--- config.mk ---
export PLATFORM = sky130hd
export DESIGN_NAME = stopwatch_countdown_digits_unit
export DESIGN_NICKNAME = d
export VERILOG_FILES = /design/src/rtl/core/scd_pkg.sv /design/src/rtl/core/scd_time_count.sv /design/src/rtl/core/stopwatch_countdown_digits_unit.sv
export SDC_FILE = /design/constraint.sdc
export NUM_CORES = 1
export LEC_CHECK = 0
export CORE_ASPECT_RATIO = 1.4
export CORE_MARGIN = 4
export CORE_UTILIZATION = 60
export DETAILED_ROUTE_END_ITERATION = 7
export DONT_BUFFER_PORTS = 1
export PLACE_DENSITY = 0.81
export SLEW_MARGIN = 0
export SYNTH_ARGS = -nofsm -noshare
export SYNTH_HDL_FRONTEND = slang
export SYNTH_HIERARCHICAL = 1
export SYNTH_SLANG_ARGS = --single-unit
--- constraint.sdc ---
create_clock -name i_clk -period 16.6 [get_ports i_clk]
set_clock_uncertainty 0.15 [all_clocks]
set_input_delay 3.32 -clock i_clk [delete_from_list [all_inputs] [get_ports i_clk]]
set_output_delay 3.32 -clock i_clk [all_outputs]
set_load 0.01 [all_outputs]
--- src/rtl/core/scd_pkg.sv ---
// ----------------------------------------------------------------------------
// scd_pkg
// Shared types and constants for the stopwatch countdown digits block.
// ----------------------------------------------------------------------------
package scd_pkg;

    // operation codes
    localparam logic [1:0] OP_START  = 2'd0;
    localparam logic [1:0] OP_TICK   = 2'd1;
    localparam logic [1:0] OP_UPDATE = 2'd2;

    // configuration register indexes
    localparam int CFG_INDEX_W = 8;
    localparam logic [CFG_INDEX_W-1:0] CFG_WARN_ENABLE = 8'd0;
    localparam logic [CFG_INDEX_W-1:0] CFG_BASE_RED    = 8'd1;
    localparam logic [CFG_INDEX_W-1:0] CFG_BASE_GREEN  = 8'd2;
    localparam logic [CFG_INDEX_W-1:0] CFG_BASE_BLUE   = 8'd3;
    localparam int CFG_DATA_W  = 8;

    localparam logic [7:0] COLOR_FULL  = 8'd255;
    localparam logic [7:0] COLOR_NONE  = 8'd0;

    // digit counter limits
    localparam logic [9:0] MS_LAST     = 10'd999;
    localparam logic [3:0] DIGIT_LAST  = 4'd9;
    localparam logic [3:0] SEXT_LAST   = 4'd5;

    localparam int WARN_WINDOW_MS = 10000;

    // elapsed time kept as decimal digits
    typedef struct packed {
        logic       hnz;     // hour count is nonzero
        logic [3:0] h_tens;  // saturates at 9
        logic [3:0] h_ones;
        logic [3:0] m_tens;
        logic [3:0] m_ones;
        logic [3:0] s_tens;
        logic [3:0] s_ones;
        logic [9:0] ms;
    } t_digits;

    typedef struct packed {
        logic inc;
        logic clr;
        logic load;
    } t_cnt_ctl;

endpackage

--- src/rtl/core/scd_time_count.sv ---
// ----------------------------------------------------------------------------
// scd_time_count
// Millisecond counter kept both in binary and as hh:mm:ss.ms digits.
// ----------------------------------------------------------------------------
module scd_time_count #(
    parameter int COUNT_WIDTH = 40
) (
    input  logic                   i_clk,
    input  logic                   i_rst_n,
    input  scd_pkg::t_cnt_ctl      i_ctl,
    input  logic [COUNT_WIDTH-1:0] i_load_count,
    input  scd_pkg::t_digits       i_load_digits,
    output logic [COUNT_WIDTH-1:0] o_count,
    output scd_pkg::t_digits       o_digits
);

    logic [COUNT_WIDTH-1:0] r_count;
    logic [COUNT_WIDTH-1:0] n_count;
    scd_pkg::t_digits       r_dig;
    scd_pkg::t_digits       n_dig;
    scd_pkg::t_digits       w_inc_dig;
    logic c_sec, c_s1, c_s10, c_m1, c_m10, c_h1;

    // ripple the decimal carries
    always_comb begin
        w_inc_dig = r_dig;
        c_sec = (r_dig.ms == scd_pkg::MS_LAST);
        c_s1  = c_sec && (r_dig.s_ones == scd_pkg::DIGIT_LAST);
        c_s10 = c_s1  && (r_dig.s_tens == scd_pkg::SEXT_LAST);
        c_m1  = c_s10 && (r_dig.m_ones == scd_pkg::DIGIT_LAST);
        c_m10 = c_m1  && (r_dig.m_tens == scd_pkg::SEXT_LAST);
        c_h1  = c_m10 && (r_dig.h_ones == scd_pkg::DIGIT_LAST);

        w_inc_dig.ms = c_sec ? 10'd0 : r_dig.ms + 10'd1;
        if (c_sec) begin
            w_inc_dig.s_ones = c_s1 ? 4'd0 : r_dig.s_ones + 4'd1;
        end
        if (c_s1) begin
            w_inc_dig.s_tens = c_s10 ? 4'd0 : r_dig.s_tens + 4'd1;
        end
        if (c_s10) begin
            w_inc_dig.m_ones = c_m1 ? 4'd0 : r_dig.m_ones + 4'd1;
        end
        if (c_m1) begin
            w_inc_dig.m_tens = c_m10 ? 4'd0 : r_dig.m_tens + 4'd1;
        end
        if (c_m10) begin
            w_inc_dig.hnz    = 1'b1;
            w_inc_dig.h_ones = c_h1 ? 4'd0 : r_dig.h_ones + 4'd1;
        end
        if (c_h1 && (r_dig.h_tens != scd_pkg::DIGIT_LAST)) begin
            w_inc_dig.h_tens = r_dig.h_tens + 4'd1;
        end
    end

    always_comb begin
        n_count = r_count;
        n_dig   = r_dig;
        if (i_ctl.clr) begin
            n_count = '0;
            n_dig   = '0;
        end else if (i_ctl.load) begin
            n_count = i_load_count;
            n_dig   = i_load_digits;
        end else if (i_ctl.inc) begin
            n_count = r_count + COUNT_WIDTH'(1);
            // binary wrap takes the digits back to zero too
            n_dig   = (&r_count) ? '0 : w_inc_dig;
        end
    end

    always_ff @(posedge i_clk) begin
        if (!i_rst_n) begin
            r_count <= '0;
            r_dig   <= '0;
        end else begin
            r_count <= n_count;
            r_dig   <= n_dig;
        end
    end

    assign o_count  = r_count;
    assign o_digits = r_dig;

endmodule

--- src/rtl/core/stopwatch_countdown_digits_unit.sv ---
// ----------------------------------------------------------------------------
// stopwatch_countdown_digits_unit
// Count-up timer with deadline and four-digit HH:MM / MM:SS display value.
// ----------------------------------------------------------------------------
// Usage:
//   Input channel (i_in_valid / o_in_ready) carries one operation per beat:
//   start (stamps uptime, arms a deadline i_duration_ms later), tick (one
//   millisecond of uptime) or update (check deadline, emit display value).
//   Only update beats produce an output beat (o_out_valid / i_out_ready).
//   Config channel (i_cfg_valid / o_cfg_ready) is always ready; write only
//   while the block is idle.
// Latency / throughput:
//   One beat per cycle on the input while no update beat is held back by a
//   full output slot. An update result is presented the cycle after
//   acceptance from a single output register. Uptime and elapsed time are
//   kept as running decimal counters, so a compare and select sets the rate.
// Reset:
//   Uptime, elapsed time and deadline clear, timer disarmed, colour white,
//   warning off.
// Stall:
//   While an unread result sits in the output register, start and tick
//   beats are still taken; an update beat waits until the slot frees up.
// ----------------------------------------------------------------------------
module stopwatch_countdown_digits_unit #(
    parameter int COUNT_WIDTH = 40
) (
    input  logic                               i_clk,
    input  logic                               i_rst_n,
    // input channel
    input  logic                               i_in_valid,
    output logic                               o_in_ready,
    input  logic [1:0]                         i_operation,
    input  logic [30:0]                        i_duration_ms,
    // result channel
    output logic                               o_out_valid,
    input  logic                               i_out_ready,
    output logic                               o_ended,
    output logic                               o_hours_shown,
    output logic [3:0]                         o_digit_left_tens,
    output logic [3:0]                         o_digit_left_ones,
    output logic [3:0]                         o_digit_right_tens,
    output logic [3:0]                         o_digit_right_ones,
    output logic [7:0]                         o_color_red,
    output logic [7:0]                         o_color_green,
    output logic [7:0]                         o_color_blue,
    // config channel
    input  logic                               i_cfg_valid,
    output logic                               o_cfg_ready,
    input  logic [scd_pkg::CFG_INDEX_W-1:0]    i_cfg_index,
    input  logic [scd_pkg::CFG_DATA_W-1:0]     i_cfg_data
);

    // config registers
    logic       r_warn_en;
    logic [7:0] r_base_red;
    logic [7:0] r_base_green;
    logic [7:0] r_base_blue;

    // deadline state
    logic [COUNT_WIDTH:0] r_deadline;
    logic [COUNT_WIDTH:0] n_deadline;
    logic                 r_armed;
    logic                 n_armed;

    // output register
    logic       r_out_valid;
    logic       r_ended;
    logic       r_hours_shown;
    logic [3:0] r_dlt, r_dlo, r_drt, r_dro;
    logic [7:0] r_red, r_green, r_blue;

    // counters
    scd_pkg::t_cnt_ctl      w_up_ctl;
    scd_pkg::t_cnt_ctl      w_el_ctl;
    logic [COUNT_WIDTH-1:0] w_now;
    logic [COUNT_WIDTH-1:0] w_el_count;
    scd_pkg::t_digits       w_up_dig;
    scd_pkg::t_digits       w_el_dig;

    logic                 w_in_fire;
    logic                 w_is_start, w_is_tick, w_is_update;
    logic [COUNT_WIDTH:0] w_now_ext;
    logic [COUNT_WIDTH:0] w_start_deadline;
    logic [COUNT_WIDTH:0] w_to_go;
    logic                 w_hit;
    logic                 w_warn;

    assign w_is_start  = (i_operation == scd_pkg::OP_START);
    assign w_is_tick   = (i_operation == scd_pkg::OP_TICK);
    assign w_is_update = (i_operation == scd_pkg::OP_UPDATE);

    // only an update needs the output slot
    assign o_in_ready = !r_out_valid || i_out_ready || !w_is_update;
    assign w_in_fire  = i_in_valid && o_in_ready;

    assign o_cfg_ready = 1'b1;

    // ------------------------------------------------------------------
    // uptime and elapsed counters
    // ------------------------------------------------------------------
    assign w_up_ctl = '{inc: w_in_fire && w_is_tick, clr: 1'b0, load: 1'b0};

    // start zeroes elapsed; a deadline end drops the start stamp, so
    // elapsed becomes raw uptime
    assign w_el_ctl = '{inc:  w_in_fire && w_is_tick,
                        clr:  w_in_fire && w_is_start,
                        load: w_in_fire && w_is_update && w_hit};

    scd_time_count #(
        .COUNT_WIDTH (COUNT_WIDTH)
    ) u_uptime (
        .i_clk         (i_clk),
        .i_rst_n       (i_rst_n),
        .i_ctl         (w_up_ctl),
        .i_load_count  ({COUNT_WIDTH{1'b0}}),
        .i_load_digits ('0),
        .o_count       (w_now),
        .o_digits      (w_up_dig)
    );

    scd_time_count #(
        .COUNT_WIDTH (COUNT_WIDTH)
    ) u_elapsed (
        .i_clk         (i_clk),
        .i_rst_n       (i_rst_n),
        .i_ctl         (w_el_ctl),
        .i_load_count  (w_now),
        .i_load_digits (w_up_dig),
        .o_count       (w_el_count),
        .o_digits      (w_el_dig)
    );

    // ------------------------------------------------------------------
    // deadline compare and warning window
    // ------------------------------------------------------------------
    assign w_now_ext        = {1'b0, w_now};
    assign w_start_deadline = w_now_ext + (COUNT_WIDTH+1)'(i_duration_ms);
    assign w_hit            = r_armed && (w_now_ext >= r_deadline);
    assign w_to_go          = r_deadline - w_now_ext;
    assign w_warn           = r_armed && r_warn_en && (r_deadline > w_now_ext) &&
                              (w_to_go <= (COUNT_WIDTH+1)'(scd_pkg::WARN_WINDOW_MS));

    always_comb begin
        n_deadline = r_deadline;
        n_armed    = r_armed;
        if (w_in_fire && w_is_start) begin
            n_deadline = w_start_deadline;
            // zero deadline never arms
            n_armed    = (w_start_deadline != '0);
        end else if (w_in_fire && w_is_update && w_hit) begin
            n_deadline = '0;
            n_armed    = 1'b0;
        end
    end

    always_ff @(posedge i_clk) begin
        if (!i_rst_n) begin
            r_deadline <= '0;
            r_armed    <= 1'b0;
        end else begin
            r_deadline <= n_deadline;
            r_armed    <= n_armed;
        end
    end

    // ------------------------------------------------------------------
    // configuration writes
    // ------------------------------------------------------------------
    always_ff @(posedge i_clk) begin
        if (!i_rst_n) begin
            r_warn_en    <= 1'b0;
            r_base_red   <= scd_pkg::COLOR_FULL;
            r_base_green <= scd_pkg::COLOR_FULL;
            r_base_blue  <= scd_pkg::COLOR_FULL;
        end else if (i_cfg_valid && o_cfg_ready) begin
            unique case (i_cfg_index)
                scd_pkg::CFG_WARN_ENABLE: r_warn_en    <= i_cfg_data[0];
                scd_pkg::CFG_BASE_RED:    r_base_red   <= i_cfg_data;
                scd_pkg::CFG_BASE_GREEN:  r_base_green <= i_cfg_data;
                scd_pkg::CFG_BASE_BLUE:   r_base_blue  <= i_cfg_data;
                default: ;
            endcase
        end
    end

    // ------------------------------------------------------------------
    // result register
    // ------------------------------------------------------------------
    always_ff @(posedge i_clk) begin
        if (!i_rst_n) begin
            r_out_valid <= 1'b0;
        end else if (w_in_fire && w_is_update) begin
            r_out_valid <= 1'b1;
        end else if (i_out_ready) begin
            r_out_valid <= 1'b0;
        end
    end

    always_ff @(posedge i_clk) begin
        if (w_in_fire && w_is_update) begin
            if (w_hit) begin
                // ended beat: everything but the flag reads zero
                r_ended       <= 1'b1;
                r_hours_shown <= 1'b0;
                r_dlt         <= 4'd0;
                r_dlo         <= 4'd0;
                r_drt         <= 4'd0;
                r_dro         <= 4'd0;
                r_red         <= scd_pkg::COLOR_NONE;
                r_green       <= scd_pkg::COLOR_NONE;
                r_blue        <= scd_pkg::COLOR_NONE;
            end else begin
                r_ended       <= 1'b0;
                r_hours_shown <= w_el_dig.hnz;
                if (w_el_dig.hnz) begin
                    r_dlt <= w_el_dig.h_tens;
                    r_dlo <= w_el_dig.h_ones;
                    r_drt <= w_el_dig.m_tens;
                    r_dro <= w_el_dig.m_ones;
                end else begin
                    r_dlt <= w_el_dig.m_tens;
                    r_dlo <= w_el_dig.m_ones;
                    r_drt <= w_el_dig.s_tens;
                    r_dro <= w_el_dig.s_ones;
                end
                r_red   <= w_warn ? scd_pkg::COLOR_FULL : r_base_red;
                r_green <= w_warn ? scd_pkg::COLOR_NONE : r_base_green;
                r_blue  <= w_warn ? scd_pkg::COLOR_NONE : r_base_blue;
            end
        end
    end

    assign o_out_valid        = r_out_valid;
    assign o_ended            = r_ended;
    assign o_hours_shown      = r_hours_shown;
    assign o_digit_left_tens  = r_dlt;
    assign o_digit_left_ones  = r_dlo;
    assign o_digit_right_tens = r_drt;
    assign o_digit_right_ones = r_dro;
    assign o_color_red        = r_red;
    assign o_color_green      = r_green;
    assign o_color_blue       = r_blue;

    // ------------------------------------------------------------------
    // assertions
    // ------------------------------------------------------------------

    // an armed timer always holds a nonzero deadline
    a_armed_deadline: assert property (@(posedge i_clk) disable iff (!i_rst_n)
        r_armed |-> (r_deadline != '0))
        else $error("armed with zero deadline");

    // a deadline hit on an update disarms and clears the deadline
    a_hit_disarms: assert property (@(posedge i_clk) disable iff (!i_rst_n)
        (w_in_fire && w_is_update && w_hit) |=> (!r_armed && (r_deadline == '0)))
        else $error("deadline hit did not disarm");

    // input stalls only when an update meets a full, unread output slot
    a_stall_cause: assert property (@(posedge i_clk) disable iff (!i_rst_n)
        !o_in_ready |-> (r_out_valid && !i_out_ready && w_is_update))
        else $error("input stalled without cause");

    // elapsed counter is zero right after a start
    a_start_clears: assert property (@(posedge i_clk) disable iff (!i_rst_n)
        (w_in_fire && w_is_start) |=> (w_el_count == '0))
        else $error("start did not clear elapsed time");

endmodule

==> results.tsv <==
stage	metric	value	unit
die	Die X	158	µm
logic_synthesis	most numerous cell in the Yosys netlist	nand2_1	
clocking	CTS tree	yes	
clocking	H-tree depth	1	
timing	total negative slack	0	ns
logic_synthesis	post-synth top area cell	dfxtp_1	
drt	drt via density	6.65	
status	status	completed	
logic_synthesis	most area-consuming cells after synthesis	dfxtp_1 (23%), edfxtp_1 (6.7%), ha_1 (6.6%)	
logic_synthesis	Main synth FF type	dfxtp_1	
place	number of port buffers	0	
logic_synthesis	register bit total from synthesis	260	
grt	GR Layer Usage met1	0.375	
setup_path	CP Buf/Inv Count	0	
setup_path	Crit path arrival time	3.78	ns
drt	Antenna Violating Nets Remaining	0	
logic_synthesis	Commonest cells post-synth	nand2_1 (238), a21oi_1 (227), dfxtp_1 (218)	
logic_synthesis	Post-Syn Area per Cell	7.91	µm²
setup_path	CP top delay family	simple AND/OR/NAND/NOR gates	
logic_synthesis	Mapped Area	0.0188	mm²
logic_synthesis	register area share after synthesis	0.299	
run	Max-cap violations	0	
timing	Hold Slack	0.326	ns
grt	Total Routing Usage GR	0.338	
clocking	Max clock buf depth	3	
power	Leak	7.54	nW
setup_path	startpoint types	input pin	
grt	gr busiest metal	met2	
worst_hold_path	Worst Hold Class	reg2reg	
clocking	Sink Count	260	
grt	vias in the first global route	17809	
power	VDD IR max	0.0946	mV
grt	initial antenna violation count	2	
setup_path	Crit. End Element	output port	
grt	maximum number of pins on one net before global-route repair	73	
setup_path	Largest stage delay, worst path	0.29	ns
clocking	Worst-path clk slew	0.06	ns
timing	Fin. Hold Viols	0	
timing	Tmin final	7.25	ns
drt	Post-Route WL	59800	µm
grt	first-pass GRT wire length	94000	µm
logic_synthesis	count of different cell masters after synthesis	94	
die	std cell rows	76	
drt	DRT Pass-1 Iters	6	
die	# IOs	99	
setup_path	Worst Path Max Fanout	3	
clocking	CTS buffer count	27	
timing	fin crit share	0.437	
timing	RSZ-0062 raised after global routing	false	
grt	met3 global-route usage	0.0387	
finish	layout cell share with drive strength beyond 1	0.0505	
finish	Filler cells	2677	
timing	Slew @ Worst Pin	1.15	ns
die	initial core utilization	0.609	
logic_synthesis	top-area cell type share of the netlist area	0.232	
logic_synthesis	Synth async-reset ratio	0	
finish	Area Overhead vs Synth	5.86	%
setup_path	Crit path required time	13.13	ns
setup_path	Critical-path top delay cell	nor2b_1	
clocking	# resized after CTS	0	
place	GPL Wtd Cong	1.00	
clocking	cts hold-fix bufs	0	
timing	Final setup viols	0	
finish	Util after Layout	0.645	
setup_path	critical path cell sequence	nor2b_1 -> nand2_1	
die	die span in y	218	µm
grt	M2 GR Usage	0.601	
die	die area	0.0343	mm²
finish	Post-layout nets	2510	
grt	global route overflow	0	
clocking	worst skew pair latency	0.55	ns
timing	Final Slew Violations	0	
logic_synthesis	EDFF count, synth	42	
setup_path	Setup CP Type	in2out	
clocking	Root Buffer	clkbuf_16	
drt	DR WL/cell	21.6	µm
timing	fmax	138	MHz
logic_synthesis	Gate Count Post-Synth	2379	
timing	Rel. slew slack	0.237	
die	total core area	0.0309	mm²
place	dpl hpwl	43200	µm
power	pwr/cell area	78.5	mW/mm²
drt	via count	18424	
logic_synthesis	Synth Warn #	6	
drt	drt drc	0	
drt	initial detailed-routing violation count	1549	
clocking	Setup Fix Bufs, Post-CTS	0	
-- final cells by class --
cell class | count | area, µm² | share of cell area
sequential | 260 | 5630 | 0.282
antenna | 2 | 5.00 | 0.000251
inverter | 93 | 349 | 0.0175
tap | 390 | 488 | 0.0245
multi-input combinational | 1964 | 12500 | 0.628
clock inverter | 11 | 91.3 | 0.00458
timing repair buffer | 10 | 75.1 | 0.00377
clock buffer | 39 | 771 | 0.0387
-- cells by family after synthesis --
group                    Yosys count  share of synthesized area
buffers and inverters            232                     0.0523
flip-flops                       260                      0.299
AND/OR/NAND/NOR                  928                      0.261
adder cells (fa/ha/maj)          100                     0.0669
AO/OA/AOI/OAI                    660                      0.225
multiplexers                      64                     0.0342
XOR/XNOR                         133                     0.0619
other                              2                   0.000399
-- report_power, final --
group / leakage [nW] / switching, mW / internal [mW]
clock network: 0.411 / 0.260 / 0.338
registers: 2.13 / 0.0224 / 0.654
logic: 5.00 / 0.188 / 0.102
total: 7.54 / 0.471 / 1.09
-- layout by cell type, fill, tap and decap left out, drive strengths merged, types with 9 or more instances in the layout --
cell type,netlist,routed
nand2,238,238
a21oi,230,230
dfxtp,218,218
nor2,188,188
o21ai,152,152
nand3,113,113
ha,99,99
inv,93,94
conb,2,79
nor3,71,71
xnor2,68,68
xor2,65,65
nand4,64,64
mux2i,61,61
and3,44,44
and2,43,43
edfxtp,42,42
clkbuf,93,39
a211oi,35,35
o21a,30,30
nor3b,28,28
nor4,26,26
a21boi,23,23
a32oi,22,22
nor2b,20,20
and4,20,20
o31ai,19,19
a31oi,18,18
or3,17,17
a21o,15,15
o22ai,15,15
o211ai,14,14
o41ai,12,12
o21bai,11,11
and3b,10,10
o31a,10,10
buf,46,10
nand3b,9,9
-- registers in the layout, indices dropped and copies added, names as in the netlist, 4 cells and up --
register,cells
r_base_red,8
u_uptime/o_count,40
o_digit_right_tens,4
o_digit_left_ones,4
o_digit_right_ones,4
u_uptime/o_digits,35
r_deadline,41
o_color_green,8
o_color_red,8
u_elapsed/o_digits,35
u_elapsed/o_count,40
o_digit_left_tens,4
r_base_green,8
r_base_blue,8
o_color_blue,8
-- path summary, 6_finish.rpt --
path                       start                    end  slack, ns  cells after the start
min reg2reg      r_base_green[2]        r_base_green[2]       0.33                      2
min              r_base_green[2]        r_base_green[2]       0.33                      2
max                  i_out_ready             o_in_ready       9.35                      2
max reg2reg  u_uptime/o_count[6]  u_elapsed/o_digits[1]      10.59                     17
-- stage by stage --
step / cell area [µm²] / std cells / setup slack (ns) / power [mW]
after CTS: 19900 / 2767 / 9.36 / 1.56
final: 19900 / 2769 / 9.35 / 1.56
after floorplan: 19100 / 2456 / 8.89 / 0.898
after detailed placement: 19100 / 2717 / 9.36 / 0.967
after global routing: 19900 / 2769 / 9.32 / 1.62
after global placement: 19100 / 2717 / 9.39 / 0.964
-- layer usage --
metal | up-vias | share of wire
li1 | 8593 | -
met1 | 8696 | 0.36
met2 | 831 | 0.50
met3 | 304 | 0.057
met4 | 0 | 0.078
met5 | - | 0
No activity file was read; power rests on OpenSTA's default activity.
